**config.mk**
```make
export PLATFORM = sky130hd
export DESIGN_NAME = binary_heap_priority_queue_core
export DESIGN_NICKNAME = d
export VERILOG_FILES = /design/src/design/bhpq_pkg.sv /design/src/design/binary_heap_priority_queue_core.sv /design/src/design/bhpq_ram.sv /design/src/design/bhpq_datapath.sv /design/src/design/bhpq_ctrl.sv
export VERILOG_INCLUDE_DIRS = /design/src /design/src/design
export SDC_FILE = /design/constraint.sdc
export NUM_CORES = 2
export LEC_CHECK = 0
export BUFFER_PORTS_ARGS = -buffer_cell sky130_fd_sc_hd__buf_2
export CAP_MARGIN = 5
export CORE_MARGIN = 2
export CORE_UTILIZATION = 40
export CTS_CLUSTER_SIZE = 14
export DETAILED_ROUTE_END_ITERATION = 12
export PLACE_DENSITY = 0.62
export SLEW_MARGIN = 20
export SYNTH_ARGS = -nofsm -noshare
export SYNTH_HDL_FRONTEND = slang
export SYNTH_HIERARCHICAL = 1
export SYNTH_SLANG_ARGS = --single-unit
```
**constraint.sdc**
```tcl
create_clock -name clk -period 5.85 [get_ports clk]
set_clock_uncertainty 0.1 [all_clocks]
set_input_delay 1.4625 -clock clk [delete_from_list [all_inputs] [get_ports clk]]
set_output_delay 1.4625 -clock clk [all_outputs]
set_load 0.05 [all_outputs]
```
**src/design/binary_heap_priority_queue_core_assert.svh**
```systemverilog
// Assertion helpers shared by the heap RTL.
// Both macros clock on clk and hold off while rst_n is low.
`ifndef BINARY_HEAP_PRIORITY_QUEUE_CORE_ASSERT_SVH
`define BINARY_HEAP_PRIORITY_QUEUE_CORE_ASSERT_SVH

// Same-cycle implication.
`define BHPQ_ASSERT_NOW(lbl, ante, cons, msg) \
    lbl: assert property (@(posedge clk) disable iff (!rst_n) (ante) |-> (cons)) \
        else $error(msg);

// Next-cycle implication.
`define BHPQ_ASSERT_NEXT(lbl, ante, cons, msg) \
    lbl: assert property (@(posedge clk) disable iff (!rst_n) (ante) |=> (cons)) \
        else $error(msg);

`endif

```
**src/design/bhpq_pkg.sv**
```systemverilog
package bhpq_pkg;

    localparam int CAPACITY_DEF  = 64;
    localparam int KEY_WIDTH_DEF = 32;

    // Input command codes
    localparam logic CMD_INSERT  = 1'b0;
    localparam logic CMD_EXTRACT = 1'b1;

    // Register map
    localparam logic [1:0] ADDR_ORDER_MODE = 2'd0;

    typedef enum logic [1:0] {
        STATUS_OK    = 2'd0,
        STATUS_FULL  = 2'd1,
        STATUS_EMPTY = 2'd2
    } status_t;

    typedef enum logic [3:0] {
        ST_IDLE,
        ST_UP_CHK,
        ST_UP_CMP,
        ST_DN_LOAD,
        ST_DN_CHK,
        ST_DN_L,
        ST_DN_R,
        ST_DN_W,
        ST_RESULT
    } ctrl_state_t;

    typedef enum logic [1:0] {
        RD_PARENT,
        RD_LAST,
        RD_LEFT,
        RD_RIGHT
    } rd_sel_t;

    typedef enum logic [1:0] {
        WR_CUR,
        WR_PARENT,
        WR_BEST
    } wr_sel_t;

    // Controller to datapath
    typedef struct packed {
        logic    load_status;
        status_t res_status;
        logic    load_ins;
        logic    load_ext;
        logic    load_cur;
        logic    rd_en;
        rd_sel_t rd_sel;
        logic    wr_en;
        wr_sel_t wr_sel;
        logic    pos_parent;
        logic    pos_best;
        logic    eval_left;
        logic    eval_right;
        logic    set_result;
    } dp_cmd_t;

    // Datapath to controller
    typedef struct packed {
        logic full;
        logic empty;
        logic at_root;
        logic has_left;
        logic has_right;
        logic up_wins;
        logic dn_moved;
        logic out_free;
    } dp_stat_t;

endpackage

```
**src/design/binary_heap_priority_queue_core.sv**
```systemverilog
// Channel  Side    Beat contents (lowest bit first)
// -------  ------  --------------------------------------------------------------
// s_*      in      tuser: command; tdata: key
// m_*      out     tuser: status; tdata: extracted_key, top_key, top_valid,
//                  entry_count, zero fill
// apb      config  order_mode at byte address 0, write taken only while empty
//
// Insert climbs level by level: read the parent, then compare and write.
// Extract descends level by level: read left, read right if present, then write.
// The single read port of the key store and its registered read set the cost of
// each level. Reset empties the heap at once: the store itself is never cleared,
// since no entry beyond the count is read. One item is in flight at a time; a
// finished result waits in the output register while the next beat is taken.
module binary_heap_priority_queue_core import bhpq_pkg::*; #(
    parameter int CAPACITY  = CAPACITY_DEF,
    parameter int KEY_WIDTH = KEY_WIDTH_DEF,
    localparam int CW     = $clog2(CAPACITY + 1),
    localparam int IN_DW  = ((KEY_WIDTH + 7) / 8) * 8,
    localparam int OUT_W  = 2 * KEY_WIDTH + 1 + CW,
    localparam int OUT_DW = ((OUT_W + 7) / 8) * 8
) (
    input  logic              clk,
    input  logic              rst_n,

    input  logic              psel,
    input  logic              penable,
    input  logic              pwrite,
    input  logic [1:0]        paddr,
    input  logic [31:0]       pwdata,
    output logic [31:0]       prdata,
    output logic              pready,

    input  logic              s_tvalid,
    output logic              s_tready,
    input  logic [IN_DW-1:0]  s_tdata,   // key
    input  logic [0:0]        s_tuser,   // command

    output logic              m_tvalid,
    input  logic              m_tready,
    output logic [OUT_DW-1:0] m_tdata,   // extracted_key, top_key, top_valid, entry_count
    output logic [1:0]        m_tuser    // status
);

    dp_cmd_t              cmd;
    dp_stat_t             stat;
    logic                 order_mode_reg;
    logic                 cfg_wr;
    status_t              out_status;
    logic [KEY_WIDTH-1:0] out_extracted_key;
    logic [KEY_WIDTH-1:0] out_top_key;
    logic                 out_top_valid;
    logic [CW-1:0]        out_entry_count;

    // Drop order changes while entries are held: the heap would lose its shape
    assign cfg_wr = psel && penable && pwrite && (paddr == ADDR_ORDER_MODE) && stat.empty;

    always_ff @(posedge clk or negedge rst_n)
    begin
        if (!rst_n)
        begin
            order_mode_reg <= 1'b0;
        end
        else if (cfg_wr)
        begin
            order_mode_reg <= pwdata[0];
        end
    end

    assign pready = 1'b1;
    assign prdata = (paddr == ADDR_ORDER_MODE) ? {31'b0, order_mode_reg} : '0;

    bhpq_ctrl u_ctrl (
        .clk        (clk),
        .rst_n      (rst_n),
        .in_valid   (s_tvalid),
        .in_command (s_tuser[0]),
        .stat       (stat),
        .in_ready   (s_tready),
        .cmd        (cmd)
    );

    bhpq_datapath #(
        .CAPACITY  (CAPACITY),
        .KEY_WIDTH (KEY_WIDTH)
    ) u_datapath (
        .clk               (clk),
        .rst_n             (rst_n),
        .cmd               (cmd),
        .stat              (stat),
        .in_key            (s_tdata[KEY_WIDTH-1:0]),
        .order_mode        (order_mode_reg),
        .out_ready         (m_tready),
        .out_valid         (m_tvalid),
        .out_status        (out_status),
        .out_extracted_key (out_extracted_key),
        .out_top_key       (out_top_key),
        .out_top_valid     (out_top_valid),
        .out_entry_count   (out_entry_count)
    );

    // Pack the result beat, zero fill up to whole bytes
    assign m_tdata = OUT_DW'({out_entry_count, out_top_valid, out_top_key, out_extracted_key});
    assign m_tuser = out_status;

endmodule

```
**src/design/bhpq_ram.sv**
```systemverilog
module bhpq_ram #(
    parameter int WIDTH = 32,
    parameter int DEPTH = 64,
    localparam int AW = (DEPTH > 1) ? $clog2(DEPTH) : 1
) (
    input  logic             clk,
    input  logic             we,
    input  logic [AW-1:0]    waddr,
    input  logic [WIDTH-1:0] wdata,
    input  logic             re,
    input  logic [AW-1:0]    raddr,
    output logic [WIDTH-1:0] rdata
);

    logic [WIDTH-1:0] mem [DEPTH];
    logic [WIDTH-1:0] rdata_reg;

    always_ff @(posedge clk)
    begin
        if (we)
        begin
            mem[waddr] <= wdata;
        end
        if (re)
        begin
            rdata_reg <= mem[raddr];
        end
    end

    assign rdata = rdata_reg;

endmodule

```
**src/design/bhpq_datapath.sv**
```systemverilog
`include "binary_heap_priority_queue_core_assert.svh"

module bhpq_datapath import bhpq_pkg::*; #(
    parameter int CAPACITY  = CAPACITY_DEF,
    parameter int KEY_WIDTH = KEY_WIDTH_DEF,
    localparam int IW = $clog2(CAPACITY + 1),
    localparam int AW = $clog2(CAPACITY)
) (
    input  logic                 clk,
    input  logic                 rst_n,
    input  dp_cmd_t              cmd,
    output dp_stat_t             stat,
    input  logic [KEY_WIDTH-1:0] in_key,
    input  logic                 order_mode,
    input  logic                 out_ready,
    output logic                 out_valid,
    output status_t              out_status,
    output logic [KEY_WIDTH-1:0] out_extracted_key,
    output logic [KEY_WIDTH-1:0] out_top_key,
    output logic                 out_top_valid,
    output logic [IW-1:0]        out_entry_count
);

    localparam logic [IW-1:0] CAP_VAL = IW'(CAPACITY);
    localparam logic [IW-1:0] ONE     = IW'(1);

    logic [IW-1:0]        count_reg;
    logic [IW-1:0]        pos_reg;
    logic [KEY_WIDTH-1:0] cur_reg;
    logic [KEY_WIDTH-1:0] best_val_reg;
    logic [IW-1:0]        best_idx_reg;
    logic                 moved_reg;
    logic [KEY_WIDTH-1:0] root_reg;
    status_t              status_reg;
    logic [KEY_WIDTH-1:0] ext_reg;

    logic                 m_valid_reg;
    status_t              m_status_reg;
    logic [KEY_WIDTH-1:0] m_ext_reg;
    logic [KEY_WIDTH-1:0] m_top_reg;
    logic                 m_top_valid_reg;
    logic [IW-1:0]        m_count_reg;

    logic [IW:0]          left_idx;
    logic [IW:0]          right_idx;
    logic [IW:0]          rd_idx;
    logic [IW:0]          wr_idx;
    logic [AW-1:0]        rd_addr;
    logic [AW-1:0]        wr_addr;
    logic [KEY_WIDTH-1:0] rd_data;
    logic [KEY_WIDTH-1:0] wr_data;
    logic                 left_wins;
    logic                 right_wins;
    logic                 fin_moved;
    logic [KEY_WIDTH-1:0] fin_val;
    logic [IW-1:0]        fin_idx;

    // a ranks strictly above b under the selected order
    function automatic logic outranks(input logic [KEY_WIDTH-1:0] a,
                                      input logic [KEY_WIDTH-1:0] b,
                                      input logic                 mode);
        logic r;
        r = mode ? (a < b) : (a > b);
        return r;
    endfunction

    assign left_idx  = {pos_reg, 1'b0};
    assign right_idx = {pos_reg, 1'b1};

    assign left_wins  = outranks(rd_data, cur_reg, order_mode);
    assign right_wins = cmd.eval_right && outranks(rd_data, best_val_reg, order_mode);

    assign fin_moved = right_wins || moved_reg;
    assign fin_val   = right_wins ? rd_data : best_val_reg;
    assign fin_idx   = right_wins ? right_idx[IW-1:0] : best_idx_reg;

    always_comb
    begin
        case (cmd.rd_sel)
            RD_PARENT: rd_idx = {2'b00, pos_reg[IW-1:1]};
            RD_LAST:   rd_idx = {1'b0, count_reg};
            RD_LEFT:   rd_idx = left_idx;
            RD_RIGHT:  rd_idx = right_idx;
            default:   rd_idx = {1'b0, count_reg};
        endcase
    end

    always_comb
    begin
        case (cmd.wr_sel)
            WR_CUR:    wr_data = cur_reg;
            WR_PARENT: wr_data = rd_data;
            WR_BEST:   wr_data = fin_val;
            default:   wr_data = cur_reg;
        endcase
    end

    // Store positions are one-based; RAM rows are zero-based
    assign wr_idx  = {1'b0, pos_reg} - (IW + 1)'(1);
    assign rd_addr = AW'(rd_idx - (IW + 1)'(1));
    assign wr_addr = wr_idx[AW-1:0];

    bhpq_ram #(
        .WIDTH (KEY_WIDTH),
        .DEPTH (CAPACITY)
    ) u_store (
        .clk   (clk),
        .we    (cmd.wr_en),
        .waddr (wr_addr),
        .wdata (wr_data),
        .re    (cmd.rd_en),
        .raddr (rd_addr),
        .rdata (rd_data)
    );

    always_ff @(posedge clk or negedge rst_n)
    begin
        if (!rst_n)
        begin
            count_reg   <= '0;
            m_valid_reg <= 1'b0;
            moved_reg   <= 1'b0;
        end
        else
        begin
            if (cmd.load_ins)
            begin
                count_reg <= count_reg + ONE;
            end
            else if (cmd.load_ext)
            begin
                count_reg <= count_reg - ONE;
            end

            if (cmd.eval_left)
            begin
                moved_reg <= left_wins;
            end

            if (cmd.set_result)
            begin
                m_valid_reg <= 1'b1;
            end
            else if (out_ready)
            begin
                m_valid_reg <= 1'b0;
            end
        end
    end

    always_ff @(posedge clk)
    begin
        if (cmd.load_status)
        begin
            status_reg <= cmd.res_status;
            // carry the old root out on an extract, zero otherwise
            ext_reg    <= cmd.load_ext ? root_reg : '0;
        end
        if (cmd.load_ins)
        begin
            pos_reg <= count_reg + ONE;
            cur_reg <= in_key;
        end
        if (cmd.load_cur)
        begin
            cur_reg <= rd_data;
            pos_reg <= ONE;
        end
        if (cmd.pos_parent)
        begin
            pos_reg <= pos_reg >> 1;
        end
        if (cmd.pos_best)
        begin
            pos_reg <= fin_idx;
        end
        if (cmd.eval_left)
        begin
            best_val_reg <= left_wins ? rd_data : cur_reg;
            best_idx_reg <= left_idx[IW-1:0];
        end
        // Mirror the root so top and extract need no extra read
        if (cmd.wr_en && (pos_reg == ONE))
        begin
            root_reg <= wr_data;
        end
        if (cmd.set_result)
        begin
            m_status_reg    <= status_reg;
            m_ext_reg       <= ext_reg;
            m_top_reg       <= (count_reg != '0) ? root_reg : '0;
            m_top_valid_reg <= (count_reg != '0);
            m_count_reg     <= count_reg;
        end
    end

    assign stat.full      = (count_reg >= CAP_VAL);
    assign stat.empty     = (count_reg == '0);
    assign stat.at_root   = (pos_reg == ONE);
    assign stat.has_left  = (left_idx <= {1'b0, count_reg});
    assign stat.has_right = (right_idx <= {1'b0, count_reg});
    assign stat.up_wins   = outranks(cur_reg, rd_data, order_mode);
    assign stat.dn_moved  = fin_moved;
    assign stat.out_free  = !m_valid_reg || out_ready;

    assign out_valid         = m_valid_reg;
    assign out_status        = m_status_reg;
    assign out_extracted_key = m_ext_reg;
    assign out_top_key       = m_top_reg;
    assign out_top_valid     = m_top_valid_reg;
    assign out_entry_count   = m_count_reg;

    `BHPQ_ASSERT_NOW(a_count_max, 1'b1, count_reg <= CAP_VAL, "entry count above capacity")
    `BHPQ_ASSERT_NOW(a_wr_in_heap, cmd.wr_en,
        (pos_reg != '0) && ((pos_reg <= count_reg) || (pos_reg == ONE)),
        "store write outside the live heap")
    `BHPQ_ASSERT_NEXT(a_result_valid, cmd.set_result, m_valid_reg,
        "result not presented after completion")
    `BHPQ_ASSERT_NEXT(a_insert_grows, cmd.load_ins, count_reg == $past(count_reg) + ONE,
        "insert did not grow the heap by one")

endmodule

```
**src/design/bhpq_ctrl.sv**
```systemverilog
module bhpq_ctrl import bhpq_pkg::*; (
    input  logic     clk,
    input  logic     rst_n,
    input  logic     in_valid,
    input  logic     in_command,
    input  dp_stat_t stat,
    output logic     in_ready,
    output dp_cmd_t  cmd
);

    ctrl_state_t state_reg;
    ctrl_state_t state_next;

    always_ff @(posedge clk or negedge rst_n)
    begin
        if (!rst_n)
        begin
            state_reg <= ST_IDLE;
        end
        else
        begin
            state_reg <= state_next;
        end
    end

    always_comb
    begin
        state_next = state_reg;
        cmd        = '0;
        in_ready   = 1'b0;
        case (state_reg)
            ST_IDLE:
            begin
                in_ready = 1'b1;
                if (in_valid)
                begin
                    cmd.load_status = 1'b1;
                    if (in_command == CMD_INSERT)
                    begin
                        if (stat.full)
                        begin
                            cmd.res_status = STATUS_FULL;
                            state_next     = ST_RESULT;
                        end
                        else
                        begin
                            cmd.res_status = STATUS_OK;
                            cmd.load_ins   = 1'b1;
                            state_next     = ST_UP_CHK;
                        end
                    end
                    else if (stat.empty)
                    begin
                        cmd.res_status = STATUS_EMPTY;
                        state_next     = ST_RESULT;
                    end
                    else
                    begin
                        // fetch the last entry, it moves to the root
                        cmd.res_status = STATUS_OK;
                        cmd.load_ext   = 1'b1;
                        cmd.rd_en      = 1'b1;
                        cmd.rd_sel     = RD_LAST;
                        state_next     = ST_DN_LOAD;
                    end
                end
            end
            ST_UP_CHK:
            begin
                if (stat.at_root)
                begin
                    cmd.wr_en  = 1'b1;
                    cmd.wr_sel = WR_CUR;
                    state_next = ST_RESULT;
                end
                else
                begin
                    cmd.rd_en  = 1'b1;
                    cmd.rd_sel = RD_PARENT;
                    state_next = ST_UP_CMP;
                end
            end
            ST_UP_CMP:
            begin
                cmd.wr_en = 1'b1;
                if (stat.up_wins)
                begin
                    // pull the parent down, climb one level
                    cmd.wr_sel     = WR_PARENT;
                    cmd.pos_parent = 1'b1;
                    state_next     = ST_UP_CHK;
                end
                else
                begin
                    cmd.wr_sel = WR_CUR;
                    state_next = ST_RESULT;
                end
            end
            ST_DN_LOAD:
            begin
                cmd.load_cur = 1'b1;
                state_next   = ST_DN_CHK;
            end
            ST_DN_CHK:
            begin
                if (stat.has_left)
                begin
                    cmd.rd_en  = 1'b1;
                    cmd.rd_sel = RD_LEFT;
                    state_next = ST_DN_L;
                end
                else
                begin
                    cmd.wr_en  = 1'b1;
                    cmd.wr_sel = WR_CUR;
                    state_next = ST_RESULT;
                end
            end
            ST_DN_L:
            begin
                cmd.eval_left = 1'b1;
                if (stat.has_right)
                begin
                    cmd.rd_en  = 1'b1;
                    cmd.rd_sel = RD_RIGHT;
                    state_next = ST_DN_R;
                end
                else
                begin
                    state_next = ST_DN_W;
                end
            end
            ST_DN_R, ST_DN_W:
            begin
                cmd.eval_right = (state_reg == ST_DN_R);
                cmd.wr_en      = 1'b1;
                if (stat.dn_moved)
                begin
                    // lift the winning child, descend into its slot
                    cmd.wr_sel   = WR_BEST;
                    cmd.pos_best = 1'b1;
                    state_next   = ST_DN_CHK;
                end
                else
                begin
                    cmd.wr_sel = WR_CUR;
                    state_next = ST_RESULT;
                end
            end
            ST_RESULT:
            begin
                if (stat.out_free)
                begin
                    cmd.set_result = 1'b1;
                    state_next     = ST_IDLE;
                end
            end
            default:
            begin
                state_next = ST_IDLE;
            end
        endcase
    end

endmodule
```
==> impl_metrics.py <==
metrics = {
    "synth": {
        "syn_area_sq_um": 91300,
        "synth_seq_area_share_pct": 75.9,
        "synth_edf_count": 2297,
        "ys.flop_type": "edfxtp_1",
        "synthCells": 4346,
        "synth_cell_types": 77,
        "ys_warn_count": 6,
        "synthArstFlopShare_pct": 0.606,
        "avgSynthCellArea_sq_um": 21.0,
        "yosys_register_bits": 2311,
    },
    "worst_setup_path": {
        "path_max_fanout": 47,
        "crit_path_start_kind": "register",
        "end_kind": "register",
        "criticalPathCategory": "reg -> reg",
        "critPathArrivalTime_ns": 6.00,
        "cp.required_ns": 6.34,
    },
    "power_and_ir_drop": {
        "p_leak_nw": 34.1,
        "combPwrFrac_pct": 44.8,
        "p_per_area_nw_per_um2": 594,
        "p_seq_share_pct": 33.4,
        "pwr-share-clk_pct": 21.7,
        "peakVddDrop_mv": 0.493,
        "intPower_w": 0.0399,
        "switching_share_pct": 36.7,
        "switching_power_w": 0.0231,
    },
    "floorplanning": {
        "die_w_um": 482,
        "initial_utilization_pct": 40.2,
        "core.rowCount": 175,
        "num_io_pins": 183,
        "design.core.area_sq_um": 227000,
        "die_h_um": 482,
        "design.die.area_sq_um": 232000,
    },
    "global_routing": {
        "grt_max_degree": 76,
        "track_usage_pct": 19.6,
        "grt_pass1_wl_um": 327000,
        "first_global_vias": 44904,
        "antenna_found_initial": 11,
        "grt_overflow": 0,
    },
    "place": {
        "place_congestion": 0.865,
        "dp_hpwl_um": 133000,
        "port-buffer-count": 119,
        "placed_area_sq_um": 99000,
    },
    "timing": {
        "fmaxAchievable_mhz": 181,
        "setup-violations-final": 0,
        "period_share_pct": 94.3,
        "slew_headroom_pct": 9.34,
        "slew_viol_final": 0,
        "tightest_slew_ns": 1.36,
        "fin_crit_ns": 5.51,
        "finalHoldViolations": 0,
        "rsz0062_at_grt": "no",
    },
    "cells_and_area": {
        "final_cell_area_sq_um": 106000,
        "finish.utilization_pct": 46.6,
        "final_common_cell": "edfxtp_1",
        "fin_nets": 4921,
        "area_growth_pct": 16.1,
        "layout_common_cells": "edfxtp_1, mux4_2, clkbuf_16",
        "nFillCells": 18691,
        "drive_gt1_share_pct": 30.1,
        "regMostFlops": "u_datapath/u_store/mem",
        "largest_reg_flops": 2048,
    },
    "detailed_routing": {
        "detail-route-antenna-nets": 0,
        "routedWlPerCell_um": 28.8,
        "routed.top_layer": "met4",
        "drt-met1-wl_um": 96400,
        "via_count": 45785,
        "drt_pre_antenna_iters": 5,
        "met2WireLength_um": 109000,
        "drcViolationCount": 0,
        "drt_iter0_drc": 5447,
        "vias_per_cell": 5.75,
        "routed-wl-met3_um": 17000,
        "postRouteWirelength_um": 229000,
    },
    "cts": {
        "clkLatencyLatePin_ns": 0.89,
        "numCtsBuffers": 215,
        "clk_root_buffer_cell": "clkbuf_16",
        "cts_tree": "built",
        "clk_pin_slew_ns": 0.06,
        "clock-sinks": 2311,
        "htreeDepth": 4,
        "ctsLongestPathBuffers": 3,
    },
    "job": {
        "maxCapViolCount": 0,
    },
    "run_status": {
        "status": "finished, final reports clean",
    },
    "hold_path": {
        "holdCritPathClass": "reg -> reg",
    },
}
-- power by group through the flow --
stage               clock network (W)  registers, W  logic [W]
floorplan                           0        0.0216     0.0162
global placement                    0        0.0214     0.0281
detailed placement                  0        0.0214     0.0283
CTS                            0.0139        0.0211     0.0284
global route                   0.0146        0.0211     0.0297
finish                         0.0137        0.0211     0.0283
-- kinds of logic (layout without fill, tap and decap cells) --
family	count (synthesis)	in the layout	synth area share, %
other	2	38	0.00822
DFF	2311	2311	75.9
buffers and inverters	354	928	1.89
muxes	710	710	15.3
and+or+nand+nor	503	503	2.68
xor gates and xnor gates	19	19	0.182
AOI/OAI and AO/OA	369	369	2.93
adders and majority gates	78	78	1.07
-- Yosys cell counts (8+ instances only) --
cell      number  area (sq um)
edfxtp_1    2297         69000
mux4_2       544         12300
nor2_1       201           754
clkbuf_1     107           402
mux2i_1      101          1010
nand2_1       94           353
a21oi_1       93           465
inv_1         87           327
o22ai_1       85           532
ha_1          78           976
a221o_1       70           701
and2_1        68           425
buf_2         65           325
mux2_2        65           732
buf_4         60           450
o221ai_1      28           245
buf_1         21          78.8
nor2b_1       20           125
nor3_1        19          95.1
a22oi_1       18           135
nand2b_1      17           106
nand4_1       17           106
nand3_1       16          80.1
dfrtp_1       14           350
xnor2_1       14           123
o21ai_0       13          65.1
buf_6         12           135
and3_1        10          62.6
a21o_1         8          60.1
a311oi_1       8          70.1
-- path summary, 6_finish.rpt --
path	startpoint	endpoint	slack [ns]	cells after the start
hold reg to reg	u_datapath/ext_reg[26]$_SDFFCE_PN0P_	u_datapath/out_extracted_key[26]$_DFFE_PP_	0.30	0
setup reg to reg	u_datapath/count_reg[6]$_DFFE_PN0P_	u_datapath/u_store/rdata[22]$_DFFE_PP_	0.34	19
min in group asynchronous	rst_n	u_datapath/out_valid$_DFFE_PN0P_	0.40	1
max in group asynchronous	rst_n	order_mode_reg$_DFFE_PN0P_	4.98	1
setup / recovery	u_datapath/count_reg[6]$_DFFE_PN0P_	u_datapath/u_store/rdata[22]$_DFFE_PP_	0.34	19
hold / removal	u_datapath/ext_reg[26]$_SDFFCE_PN0P_	u_datapath/out_extracted_key[26]$_DFFE_PP_	0.30	0
-- routing by layer --
metal  global-route usage (%)  vias up
met1                     28.0    24734
met5                        0        -
met3                     3.08      299
li1                         -    18867
met4                     5.82        0
met2                     31.2     1885
-- area by class of cell --
cell class / instances / area (sq um) / share of cell area [%]
repair buffers: 441 / 4560 / 4.31
multi-input cells: 1711 / 21000 / 19.9
well taps: 3009 / 3760 / 3.55
clock buffers: 263 / 5560 / 5.25
clock inverters: 135 / 1380 / 1.30
diodes: 6 / 15.0 / 0.0142
inverters: 89 / 342 / 0.322
flip-flops and latches: 2311 / 69300 / 65.4
-- critical path: stages, from the launching register on --
cell	delay (ns)
dfrtp_1	0.43
inv_1	0.12
ha_1	0.31
nand3_1	0.10
nor3_1	0.34
nand2_1	0.12
o2bb2ai_1	0.29
mux2i_1	0.20
nor3_1	0.17
buf_4	0.21
o21ai_0	0.10
o31a_2	0.19
ha_1	0.38
inv_8	0.30
buf_12	0.32
mux4_2	0.37
mux4_2	0.54
o22ai_1	0.27
buf_4	0.21
nor2_1	0.07
-- per-stage QoR --
stage | setup slack [ns] | hold slack, ns | TNS [ns] | total power (W) | std cells
2_1_floorplan | 0.169 | 0.300 | 0 | 0.0379 | 4376
3_3_place_gp | -0.0509 | 0.304 | -0.0509 | 0.0495 | 7559
3_5_place_dp | -0.0801 | 0.305 | -0.0801 | 0.0497 | 7559
4_1_cts | 0.0284 | 0.302 | 0 | 0.0633 | 7957
5_1_grt | 0.000116 | 0.298 | 0 | 0.0654 | 7959
6_report | 0.335 | 0.299 | 0 | 0.0630 | 7965
-- repair_timing --
action | in CTS | in global routing
resized for setup | 0 | 10
hold buffers | 0 | 0
endpoints found under the hold margin | 0 | 0
endpoints found under the setup margin | 0 | 1317
setup buffers | 0 | 2
Power figures use the tool's default switching activity.
